## config.mk

```make
export PLATFORM = sky130hd
export DESIGN_NAME = repeat_press_release_detector_core_flat
export DESIGN_NICKNAME = d
export VERILOG_FILES = /design/src/design/rprd_pkg.sv /design/src/design/rprd_stream_if.sv /design/src/design/rprd_ram.sv /design/src/design/rprd_ctrl.sv /design/src/design/rprd_dp.sv /design/src/design/repeat_press_release_detector_core.sv /design/src/flat_wrapper.sv
export SDC_FILE = /design/constraint.sdc
export NUM_CORES = 2
export LEC_CHECK = 0
export BUFFER_PORTS_ARGS = -buffer_cell sky130_fd_sc_hd__buf_4
export CAP_MARGIN = 15
export CELL_PAD_IN_SITES_DETAIL_PLACEMENT = 1
export CELL_PAD_IN_SITES_GLOBAL_PLACEMENT = 2
export CORE_MARGIN = 2
export CORE_UTILIZATION = 51
export DETAILED_ROUTE_END_ITERATION = 6
export GPL_ROUTABILITY_DRIVEN = 1
export PLACE_DENSITY = 0.92
export SLEW_MARGIN = 20
export SYNTH_ARGS = -nofsm -noshare
export SYNTH_HDL_FRONTEND = slang
export SYNTH_SLANG_ARGS = --single-unit
```

## constraint.sdc

```tcl
create_clock -name clk -period 47.9 [get_ports clk]
set_input_delay 14.37 -clock clk [delete_from_list [all_inputs] [get_ports clk]]
set_output_delay 14.37 -clock clk [all_outputs]
set_load 0.02 [all_outputs]
```

## src/design/rprd_pkg.sv

```systemverilog
// shared types, codes and helpers for the repeat press/release detector
`default_nettype none

package rprd_pkg;

  // nibble limit of a fingerprint
  localparam int MAX_NIBBLES = 16;

  // configuration port
  localparam int CFG_IDX_W  = 2;
  localparam int CFG_DATA_W = 32;

  localparam logic [CFG_IDX_W-1:0] REG_WINDOW    = 2'd0;
  localparam logic [CFG_IDX_W-1:0] REG_MIN_COUNT = 2'd1;
  localparam logic [CFG_IDX_W-1:0] REG_MODE      = 2'd2;

  // register reset values
  localparam logic [31:0] WINDOW_RESET    = 32'd250000;
  localparam logic [7:0]  MIN_COUNT_RESET = 8'd2;
  localparam logic [1:0]  MODE_RESET      = 2'd2;

  // command codes
  localparam logic CMD_OFFER  = 1'b0;
  localparam logic CMD_EXPIRE = 1'b1;

  // forward modes
  localparam logic [1:0] MODE_LAST_ONLY   = 2'd0;
  localparam logic [1:0] MODE_SECOND_ONLY = 2'd1;

  // event codes
  localparam logic [1:0] EV_NONE     = 2'd0;
  localparam logic [1:0] EV_PRESSED  = 2'd1;
  localparam logic [1:0] EV_RELEASED = 2'd2;

  // input word
  typedef struct packed {
    logic        command;
    logic [63:0] fingerprint;
    logic [4:0]  nibble_count;
    logic [31:0] now_us;
  } in_word_t;

  // result word
  typedef struct packed {
    logic [1:0]  event_res;
    logic [15:0] repeat_total;
    logic [31:0] gap_us;
    logic [63:0] out_fingerprint;
    logic [4:0]  out_nibble_count;
  } out_word_t;

  // one ring entry as kept in the ram
  typedef struct packed {
    logic [63:0] fp;
    logic [4:0]  nc;
    logic [31:0] stamp;
    logic [15:0] repeats;
    logic [31:0] gap;
  } slot_t;

  // controller to datapath
  typedef struct packed {
    logic start;
    logic scan;
    logic finish;
  } rprd_cmd_t;

  // datapath to controller
  typedef struct packed {
    logic eval_valid;
    logic hit;
    logic last;
    logic out_free;
  } rprd_stat_t;

  // clamp an oversized nibble count
  function automatic logic [4:0] clamp_nc(input logic [4:0] nc);
    if (nc > 5'(MAX_NIBBLES)) begin
      return 5'(MAX_NIBBLES);
    end
    return nc;
  endfunction

  // mask covering the valid nibbles
  function automatic logic [63:0] nib_mask(input logic [4:0] nc);
    if (nc >= 5'd16) begin
      return '1;
    end
    return (64'd1 << {nc[3:0], 2'b00}) - 64'd1;
  endfunction

endpackage

`default_nettype wire

```

## src/design/rprd_stream_if.sv

```systemverilog
// handshake channels for telegram and report words
`default_nettype none

interface rprd_telegram_if;
  import rprd_pkg::*;
  logic     valid;
  logic     ready;
  in_word_t data;
  modport source (output valid, output data, input ready);
  modport sink (input valid, input data, output ready);
endinterface

interface rprd_report_if;
  import rprd_pkg::*;
  logic      valid;
  logic      ready;
  out_word_t data;
  modport source (output valid, output data, input ready);
  modport sink (input valid, input data, output ready);
endinterface

`default_nettype wire

```

## src/design/rprd_ram.sv

```systemverilog
// generic single-port-write ram with registered read
`default_nettype none

module rprd_ram #(
  parameter int WIDTH = 8,
  parameter int DEPTH = 8
) (
  input  wire logic                     clk,
  input  wire logic                     we,
  input  wire logic [$clog2(DEPTH)-1:0] waddr,
  input  wire logic [WIDTH-1:0]         wdata,
  input  wire logic                     re,
  input  wire logic [$clog2(DEPTH)-1:0] raddr,
  output logic      [WIDTH-1:0]         rdata
);

  logic [WIDTH-1:0] mem [DEPTH];

  // write and registered read
  always_ff @(posedge clk) begin
    if (we) begin
      mem[waddr] <= wdata;
    end
    if (re) begin
      rdata <= mem[raddr];
    end
  end

endmodule

`default_nettype wire

```

## src/design/rprd_ctrl.sv

```systemverilog
// sequencing state machine: accept, ring scan, update and report
`default_nettype none

module rprd_ctrl (
  input  wire logic                clk,
  input  wire logic                rst,
  input  wire logic                telegram_valid,
  output logic                     telegram_ready,
  input  wire rprd_pkg::rprd_stat_t st,
  output rprd_pkg::rprd_cmd_t      cmd
);
  import rprd_pkg::*;

  typedef enum logic [3:0] {
    S_IDLE = 4'b0001,
    S_SCAN = 4'b0010,
    S_DONE = 4'b0100,
    S_HOLD = 4'b1000
  } state_t;

  state_t state;
  state_t state_next;

  // next state
  always_comb begin
    state_next = state;
    unique case (state)
      S_IDLE: begin
        if (telegram_valid) begin
          state_next = S_SCAN;
        end
      end
      S_SCAN: begin
        if (st.eval_valid && (st.hit || st.last)) begin
          state_next = S_DONE;
        end
      end
      S_DONE: begin
        if (st.out_free) begin
          state_next = S_IDLE;
        end else begin
          state_next = S_HOLD;
        end
      end
      S_HOLD: begin
        if (st.out_free) begin
          state_next = S_IDLE;
        end
      end
      default: state_next = S_IDLE;
    endcase
  end

  // state register
  always_ff @(posedge clk) begin
    if (rst) begin
      state <= S_IDLE;
    end else begin
      state <= state_next;
    end
  end

  // commands
  assign telegram_ready = (state == S_IDLE);
  assign cmd.start      = (state == S_IDLE) && telegram_valid;
  assign cmd.scan       = (state == S_SCAN);
  assign cmd.finish     = ((state == S_DONE) || (state == S_HOLD)) && st.out_free;

  // scan always ends on a hit or on the last entry
  a_scan_exit: assert property (@(posedge clk) disable iff (rst)
    (state == S_SCAN) && st.eval_valid && st.last |=> (state == S_DONE))
    else $error("scan ran past the last ring entry");

  // an accepted word always starts a scan
  a_start_scan: assert property (@(posedge clk) disable iff (rst)
    cmd.start |=> (state == S_SCAN) && !telegram_ready)
    else $error("accepted word did not start a scan");

endmodule

`default_nettype wire

```

## src/design/rprd_dp.sv

```systemverilog
// ring storage, match and expiry evaluation, update and report register
`default_nettype none

module rprd_dp #(
  parameter int RING_ENTRIES = 8
) (
  input  wire logic                                clk,
  input  wire logic                                rst,
  input  wire rprd_pkg::in_word_t                  in_data,
  input  wire logic                                out_ready,
  output logic                                     out_valid,
  output rprd_pkg::out_word_t                      out_data,
  input  wire logic                                cfg_we,
  input  wire logic [rprd_pkg::CFG_IDX_W-1:0]      cfg_index,
  input  wire logic [rprd_pkg::CFG_DATA_W-1:0]     cfg_data,
  input  wire rprd_pkg::rprd_cmd_t                 cmd,
  output rprd_pkg::rprd_stat_t                     st
);
  import rprd_pkg::*;

  localparam int PTR_W = $clog2(RING_ENTRIES);
  localparam logic [PTR_W-1:0] IDX_LAST = PTR_W'(RING_ENTRIES - 1);

  // configuration
  logic [31:0] window;
  logic [7:0]  min_count;
  logic [1:0]  mode;

  // latched word
  logic        cmd_q;
  logic [63:0] fp_q;
  logic [4:0]  nc_q;
  logic [31:0] now_q;

  // per-entry flags
  logic [RING_ENTRIES-1:0] occ;
  logic [RING_ENTRIES-1:0] fwd;
  logic [RING_ENTRIES-1:0] rel;
  logic [PTR_W-1:0]        wp;

  // scan
  logic [PTR_W-1:0] rd_idx;
  logic [PTR_W-1:0] eval_idx;
  logic             eval_valid;
  logic             found_q;
  logic [PTR_W-1:0] found_idx;
  slot_t            held;

  // ram ports
  logic [$bits(slot_t)-1:0] rdata;
  slot_t                    rslot;
  logic                     ram_we;
  logic [PTR_W-1:0]         ram_waddr;
  slot_t                    ram_wslot;

  // evaluation
  logic        live;
  logic [31:0] diff;
  logic        in_window;
  logic        offer_hit;
  logic        expired;
  logic        qual;
  logic        hit;
  logic        retire;

  // update
  logic [4:0]  nc_in;
  logic [15:0] rep_new;
  logic [31:0] gap_new;
  logic        fire;
  out_word_t   word_next;

  assign nc_in = clamp_nc(in_data.nibble_count);

  rprd_ram #(
    .WIDTH ($bits(slot_t)),
    .DEPTH (RING_ENTRIES)
  ) u_ram (
    .clk   (clk),
    .we    (ram_we),
    .waddr (ram_waddr),
    .wdata (ram_wslot),
    .re    (cmd.scan),
    .raddr (rd_idx),
    .rdata (rdata)
  );

  assign rslot = slot_t'(rdata);

  // match and expiry of the entry now read back
  always_comb begin
    live      = occ[eval_idx] && !rel[eval_idx];
    diff      = now_q - rslot.stamp;
    in_window = (diff <= window);
    offer_hit = live && in_window && (rslot.nc == nc_q) && (rslot.fp == fp_q);
    expired   = live && !in_window;
    qual      = (mode != MODE_SECOND_ONLY) && (rslot.repeats >= {8'd0, min_count});
    if (cmd_q == CMD_OFFER) begin
      hit = eval_valid && offer_hit;
    end else begin
      hit = eval_valid && expired && qual;
    end
    retire = eval_valid && (cmd_q == CMD_EXPIRE) && expired && !qual;
  end

  assign st.eval_valid = eval_valid;
  assign st.hit        = hit;
  assign st.last       = (eval_idx == IDX_LAST);
  assign st.out_free   = !out_valid || out_ready;

  // update values and the report word
  always_comb begin
    rep_new   = (held.repeats == 16'hFFFF) ? held.repeats : held.repeats + 16'd1;
    gap_new   = now_q - held.stamp;
    fire      = 1'b0;
    ram_we    = 1'b0;
    ram_waddr = wp;
    ram_wslot = '{fp: fp_q, nc: nc_q, stamp: now_q, repeats: 16'd1, gap: 32'd0};
    word_next = '0;
    if (cmd_q == CMD_OFFER) begin
      ram_we = cmd.finish;
      if (found_q) begin
        fire      = (mode != MODE_LAST_ONLY) && !fwd[found_idx] &&
                    (rep_new >= {8'd0, min_count});
        ram_waddr = found_idx;
        ram_wslot = '{fp: held.fp, nc: held.nc, stamp: now_q, repeats: rep_new,
                      gap: gap_new};
        word_next = '{event_res: fire ? EV_PRESSED : EV_NONE, repeat_total: rep_new,
                      gap_us: gap_new, out_fingerprint: fp_q, out_nibble_count: nc_q};
      end else begin
        fire      = (mode != MODE_LAST_ONLY) && (min_count <= 8'd1);
        word_next = '{event_res: fire ? EV_PRESSED : EV_NONE, repeat_total: 16'd1,
                      gap_us: 32'd0, out_fingerprint: fp_q, out_nibble_count: nc_q};
      end
    end else if (found_q) begin
      word_next = '{event_res: EV_RELEASED, repeat_total: held.repeats,
                    gap_us: held.gap, out_fingerprint: held.fp,
                    out_nibble_count: held.nc};
    end
  end

  // configuration registers
  always_ff @(posedge clk) begin
    if (rst) begin
      window    <= WINDOW_RESET;
      min_count <= MIN_COUNT_RESET;
      mode      <= MODE_RESET;
    end else if (cfg_we) begin
      unique case (cfg_index)
        REG_WINDOW:    window    <= cfg_data;
        REG_MIN_COUNT: min_count <= cfg_data[7:0];
        REG_MODE:      mode      <= cfg_data[1:0];
        default: ;
      endcase
    end
  end

  // latch the accepted word
  always_ff @(posedge clk) begin
    if (cmd.start) begin
      cmd_q <= in_data.command;
      nc_q  <= nc_in;
      fp_q  <= in_data.fingerprint & nib_mask(nc_in);
      now_q <= in_data.now_us;
    end
  end

  // scan pointers and the captured entry
  always_ff @(posedge clk) begin
    if (rst) begin
      rd_idx     <= '0;
      eval_valid <= 1'b0;
      found_q    <= 1'b0;
    end else if (cmd.start) begin
      rd_idx     <= '0;
      eval_valid <= 1'b0;
      found_q    <= 1'b0;
    end else if (cmd.scan) begin
      rd_idx     <= (rd_idx == IDX_LAST) ? '0 : rd_idx + PTR_W'(1);
      eval_valid <= 1'b1;
      if (hit) begin
        found_q <= 1'b1;
      end
    end
  end

  always_ff @(posedge clk) begin
    if (cmd.scan) begin
      eval_idx <= rd_idx;
      if (hit) begin
        found_idx <= eval_idx;
        held      <= rslot;
      end
    end
  end

  // entry flags and write pointer
  always_ff @(posedge clk) begin
    if (rst) begin
      occ <= '0;
      fwd <= '0;
      rel <= '0;
      wp  <= '0;
    end else if (cmd.scan) begin
      if (retire) begin
        occ[eval_idx] <= 1'b0;
      end
    end else if (cmd.finish) begin
      if (cmd_q == CMD_OFFER) begin
        if (found_q) begin
          if (fire) begin
            fwd[found_idx] <= 1'b1;
          end
        end else begin
          occ[wp] <= (nc_q != 5'd0);
          fwd[wp] <= fire;
          rel[wp] <= 1'b0;
          wp      <= (wp == IDX_LAST) ? '0 : wp + PTR_W'(1);
        end
      end else if (found_q) begin
        rel[found_idx] <= 1'b1;
      end
    end
  end

  // report register
  always_ff @(posedge clk) begin
    if (rst) begin
      out_valid <= 1'b0;
    end else if (cmd.finish) begin
      out_valid <= 1'b1;
    end else if (out_ready) begin
      out_valid <= 1'b0;
    end
  end

  always_ff @(posedge clk) begin
    if (cmd.finish) begin
      out_data <= word_next;
    end
  end

  // a report never overwrites one still waiting
  a_no_overwrite: assert property (@(posedge clk) disable iff (rst)
    cmd.finish |-> (!out_valid || out_ready))
    else $error("report register overwritten");

  // a release on expire is reported as released
  a_release_word: assert property (@(posedge clk) disable iff (rst)
    cmd.finish && (cmd_q == CMD_EXPIRE) && found_q |=>
      out_valid && (out_data.event_res == EV_RELEASED))
    else $error("release not reported");

  // write pointer stays inside the ring
  a_wp_range: assert property (@(posedge clk) disable iff (rst)
    wp <= IDX_LAST)
    else $error("write pointer out of range");

endmodule

`default_nettype wire

```

## src/design/repeat_press_release_detector_core.sv

```systemverilog
// Repeat press/release detector: top level joining controller and datapath.
//
// telegram channel: one word per command. command 0 offers a decoded
// fingerprint, command 1 asks for an expired entry to be released.
// report channel: exactly one word for every telegram word.
// Configuration: cfg_we with cfg_index selects window (0), minimum count (1)
// and forward mode (2); write only while the block is idle.
// A scan runs over the ring from acceptance and ends early on a match or release,
// else after the last entry; the report register then takes the result. The ring is
// read one entry per cycle through the registered read port of the slot ram, and a
// new telegram word is taken only once the scan for the previous one has ended.
// A new telegram word is taken while a finished report still waits; the
// following result then holds until the report is taken.
// Reset empties the ring (per-entry live, forwarded and released flags clear at
// once, no sweep), zeroes the write pointer and loads the register defaults.
`default_nettype none

module repeat_press_release_detector_core #(
  parameter int RING_ENTRIES = 8
) (
  input  wire logic                                clk,
  input  wire logic                                rst,
  rprd_telegram_if.sink                            telegram,
  rprd_report_if.source                            report,
  input  wire logic                                cfg_we,
  input  wire logic [rprd_pkg::CFG_IDX_W-1:0]      cfg_index,
  input  wire logic [rprd_pkg::CFG_DATA_W-1:0]     cfg_data
);
  import rprd_pkg::*;

  rprd_cmd_t  cmd;
  rprd_stat_t st;
  logic       ready_int;
  logic       rep_valid;
  out_word_t  rep_data;

  rprd_ctrl u_ctrl (
    .clk            (clk),
    .rst            (rst),
    .telegram_valid (telegram.valid),
    .telegram_ready (ready_int),
    .st             (st),
    .cmd            (cmd)
  );

  rprd_dp #(
    .RING_ENTRIES (RING_ENTRIES)
  ) u_dp (
    .clk       (clk),
    .rst       (rst),
    .in_data   (telegram.data),
    .out_ready (report.ready),
    .out_valid (rep_valid),
    .out_data  (rep_data),
    .cfg_we    (cfg_we),
    .cfg_index (cfg_index),
    .cfg_data  (cfg_data),
    .cmd       (cmd),
    .st        (st)
  );

  // channel hookup
  assign telegram.ready = ready_int;
  assign report.valid   = rep_valid;
  assign report.data    = rep_data;

endmodule

`default_nettype wire

```

## src/flat_wrapper.sv

```systemverilog
// flat-port wrapper written by rule: the top's interface ports become plain ports
module repeat_press_release_detector_core_flat import rprd_pkg::*;
#(
  parameter int RING_ENTRIES = 8
)
  (clk, rst, cfg_we, cfg_index, cfg_data, telegram_valid, telegram_data, telegram_ready, report_valid, report_data, report_ready);
  rprd_telegram_if telegram_i ();
  rprd_report_if report_i ();
  input  wire logic clk;
  input  wire logic rst;
  input  wire logic cfg_we;
  input  wire logic [rprd_pkg::CFG_IDX_W-1:0] cfg_index;
  input  wire logic [rprd_pkg::CFG_DATA_W-1:0] cfg_data;
  input wire logic [$bits(telegram_i.valid)-1:0] telegram_valid;
  input wire logic [$bits(telegram_i.data)-1:0] telegram_data;
  output wire logic [$bits(telegram_i.ready)-1:0] telegram_ready;
  output wire logic [$bits(report_i.valid)-1:0] report_valid;
  output wire logic [$bits(report_i.data)-1:0] report_data;
  input wire logic [$bits(report_i.ready)-1:0] report_ready;
  assign telegram_i.valid = telegram_valid;
  assign telegram_i.data = telegram_data;
  assign telegram_ready = telegram_i.ready;
  assign report_valid = report_i.valid;
  assign report_data = report_i.data;
  assign report_i.ready = report_ready;
  repeat_press_release_detector_core #(.RING_ENTRIES(RING_ENTRIES)) u_core (.clk(clk), .rst(rst), .telegram(telegram_i), .report(report_i), .cfg_we(cfg_we), .cfg_index(cfg_index), .cfg_data(cfg_data));
endmodule
```

==> flow_metrics.py <==
metrics = {
    "outcome": {
        "status": "finished, final reports clean",
    },
    "cts": {
        "htreeDepth": 4,
        "cts_tree": "yes",
        "post_cts_resized": 0,
        "cts_buffers": 179,
        "root_buffer": "clkbuf_16",
        "cts_hold_buf": 0,
        "clkTransAtPathRegs_ns": 0.07,
        "post_cts_buffers": 0,
        "clk_latency_ns": 0.83,
        "numClockSinks": 1796,
        "clock_path_buffers": 3,
    },
    "yosys": {
        "synth.avg_cell_area_sq_um": 17.54,
        "yosys_register_bits": 1796,
        "netlist_instances": 4153,
        "synthArstFlopShare": 0,
        "synth_top_area_share": 0.7080,
        "yosys.area.top_type": "edfxtp_1",
        "synth_edf_count": 1717,
        "synth_ff_type": "edfxtp_1",
        "syn-cell-area_sq_um": 72820,
        "synth_cell_types": 81,
        "netlist_top_cells_area": "edfxtp_1, mux4_2, mux2_2, dfxtp_1, ha_1",
        "ys_seq_area_frac": 0.7297,
        "synth_fp_nets": 4412,
        "synth_warnings": 0,
    },
    "placement": {
        "placed_area_sq_um": 77060,
        "portBuffers": 261,
        "place_congestion": 0.8353,
        "placed_cells": 6184,
        "dpl.hpwl_microns": 125000,
    },
    "floorplanning": {
        "die_y_microns": 381.9,
        "pin_count": 262,
        "row_count": 138,
        "start_util": 0.5144,
        "die-area_sq_um": 145800,
        "die_w_microns": 381.9,
        "coreArea_sq_um": 141600,
    },
    "sta": {
        "finalHoldViolations": 0,
        "drv_slew": 0,
        "period_minus_slack_ns": 17.59,
        "setup_tns_ns": 0,
        "tightest_slew_ns": 1.203,
        "fmax_ghz": 0.05686,
        "finalClockSkew_ns": 0.04107,
        "setup_violations": 0,
        "slew_headroom": 0.1948,
        "rsz0062_at_grt": "false",
        "hold_slack_ns": 0.4165,
        "fin_crit_sh": 0.3672,
    },
    "critical_path": {
        "critPathMaxStageDelay_ns": 0.86,
        "crit_top_cell": "buf_4",
        "cp_slowest_cell": "nor2_4",
        "crit_buf_inv": 3,
        "startpoint_type": "input port",
        "cp_cell_sequence": "buf_4 > nand2b_1 > nor2b_4 > and2_4 > a21bo_2 > nor2_4 > buf_4 > buf_4",
        "path_class": "input port to flop",
        "crit_family": "buffers and inverters",
        "setup.worst_path.end_class": "flop",
        "crit_arrival_ns": 18.04,
        "crit_path_max_fanout": 44,
        "crit_required_ns": 48.35,
        "ff2ff_setup_slack_ns": 39.62,
    },
    "detailed_routing": {
        "vias": 41530,
        "first_pass_iters": 6,
        "wirelength_microns": 207700,
        "post_drt_wl_per_cell_microns": 31.90,
        "ant_nets": 0,
        "drc": 0,
        "drtIter0Drc": 4753,
        "viasPerCell": 6.378,
    },
    "pwr": {
        "vdd_drop_max_mv": 0.03414,
        "p_leak_nw": 28.48,
        "power.density_nw_per_um2": 40.01,
        "finalPower_mw": 3.318,
    },
    "cells_and_area": {
        "area_growth_pct": 13.87,
        "final_cell_mix": "edfxtp_1, nand2_1, buf_4",
        "fin_area_sq_um": 82930,
        "finalNonFillerCells": 6512,
        "final_nets": 4734,
        "mostFrequentLayoutCell": "edfxtp_1",
        "drive_gt1_frac": 0.2329,
    },
    "global_route": {
        "grt_max_degree": 133,
        "antenna_found_initial": 10,
        "grt.overflow.total": 0,
        "grt_use_total": 0.2851,
        "grt_pass1_vias": 43810,
        "grt_pass1_wl_microns": 303600,
    },
    "run": {
        "cap_violations": 0,
    },
    "hold_path": {
        "hold_path.class": "flop to flop",
    },
}
==> Yosys cell counts (67+ instances only) <==
master	number
edfxtp_1	1717
inv_1	142
nor2b_1	70
a21oi_1	142
a22o_1	67
mux4_2	298
o21ai_0	97
mux2_2	152
nor2_1	143
a21o_1	85
dfxtp_1	79
ha_1	116
nand2_1	347
clkbuf_1	123
==> worst reg2reg max path, delay by kind of cell (launching register included) <==
family,cells,cell delay (ns)
buffers and inverters,3,1.19
AOI/OAI and AO/OA,8,2.74
adders and majority gates,3,0.89
and+or+nand+nor,7,2.29
xor gates and xnor gates,1,0.17
DFF,1,0.52
==> routing by layer <==
metal  up-vias  global-route usage  routed length, microns
li1      16950                   -                       -
met3       476             0.05792                   19130
met2      2447              0.4539                  100100
met5         -                   0                      44
met4         6              0.1105                    7946
met1     21650              0.3896                   80490
==> cell families (layout without fill, tap and decap cells) <==
| family | Yosys count | in the layout | synth area share |
|---|---|---|---|
| other | 0 | 1 | 0 |
| AND/OR/NAND/NOR | 800 | 800 | 0.05189 |
| flip-flops | 1796 | 1796 | 0.7297 |
| buffers and inverters | 325 | 793 | 0.01749 |
| XOR/XNOR | 105 | 105 | 0.01263 |
| AO/OA/AOI/OAI | 537 | 537 | 0.04905 |
| multiplexers | 472 | 472 | 0.1188 |
| adder cells (fa/ha/maj) | 118 | 118 | 0.02048 |
==> registers in the layout, indices dropped and copies added, names as in the netlist, 2 cells and up <==
register / flops
u_core.u_ctrl.state: 4
u_core.u_dp.eval_idx: 3
u_core.u_dp.found_idx: 3
u_core.u_dp.fp_q: 64
u_core.u_dp.fwd: 8
u_core.u_dp.held: 149
u_core.u_dp.min_count: 8
u_core.u_dp.mode: 2
u_core.u_dp.nc_q: 5
u_core.u_dp.now_q: 32
u_core.u_dp.occ: 8
u_core.u_dp.out_data: 119
u_core.u_dp.rd_idx: 3
u_core.u_dp.rel: 8
u_core.u_dp.u_ram.mem: 1192
u_core.u_dp.u_ram.rdata: 149
u_core.u_dp.window: 32
u_core.u_dp.wp: 3
==> layout make-up <==
class	instances	area (sq um)
clock buffers	230	4817
repair buffers	323	2494
inverters	143	546.8
diodes	1	2.502
flip-flops and latches	1796	53150
well taps	1890	2365
multi-input cells	2032	18530
fillers	12610	58660
clock inverters	97	1021
==> stage by stage <==
stage / setup slack (ns) / utilization
2_1_floorplan: 22.46 / -
3_3_place_gp: 29.65 / 0.5439
3_5_place_dp: 29.51 / 0.5442
4_1_cts: 30.39 / 0.5855
5_1_grt: 30.21 / 0.5857
6_report: 30.31 / 0.5857
==> power breakdown <==
group	total, mW	switching [mW]	leakage [nW]	internal [mW]
Combinational	0.144	0.0919	8.85	0.0518
Sequential	1.75	0.0208	16.8	1.73
Clock	1.42	0.613	2.85	0.809
Total	3.32	0.726	28.5	2.59
==> final timing paths <==
path                                             startpoint                             to  depth (start not counted)
worst max-delay path                           report_ready  u_core.u_dp.u_ram.mem[1][112]                          8
worst min-delay path            u_core.u_dp.u_ram.rdata[30]           u_core.u_dp.held[30]                          0
worst max register to register         u_core.u_dp.now_q[0]          u_core.u_dp.held[143]                         22
worst min register to register  u_core.u_dp.u_ram.rdata[30]           u_core.u_dp.held[30]                          0
(Power assumes the default switching activity.)
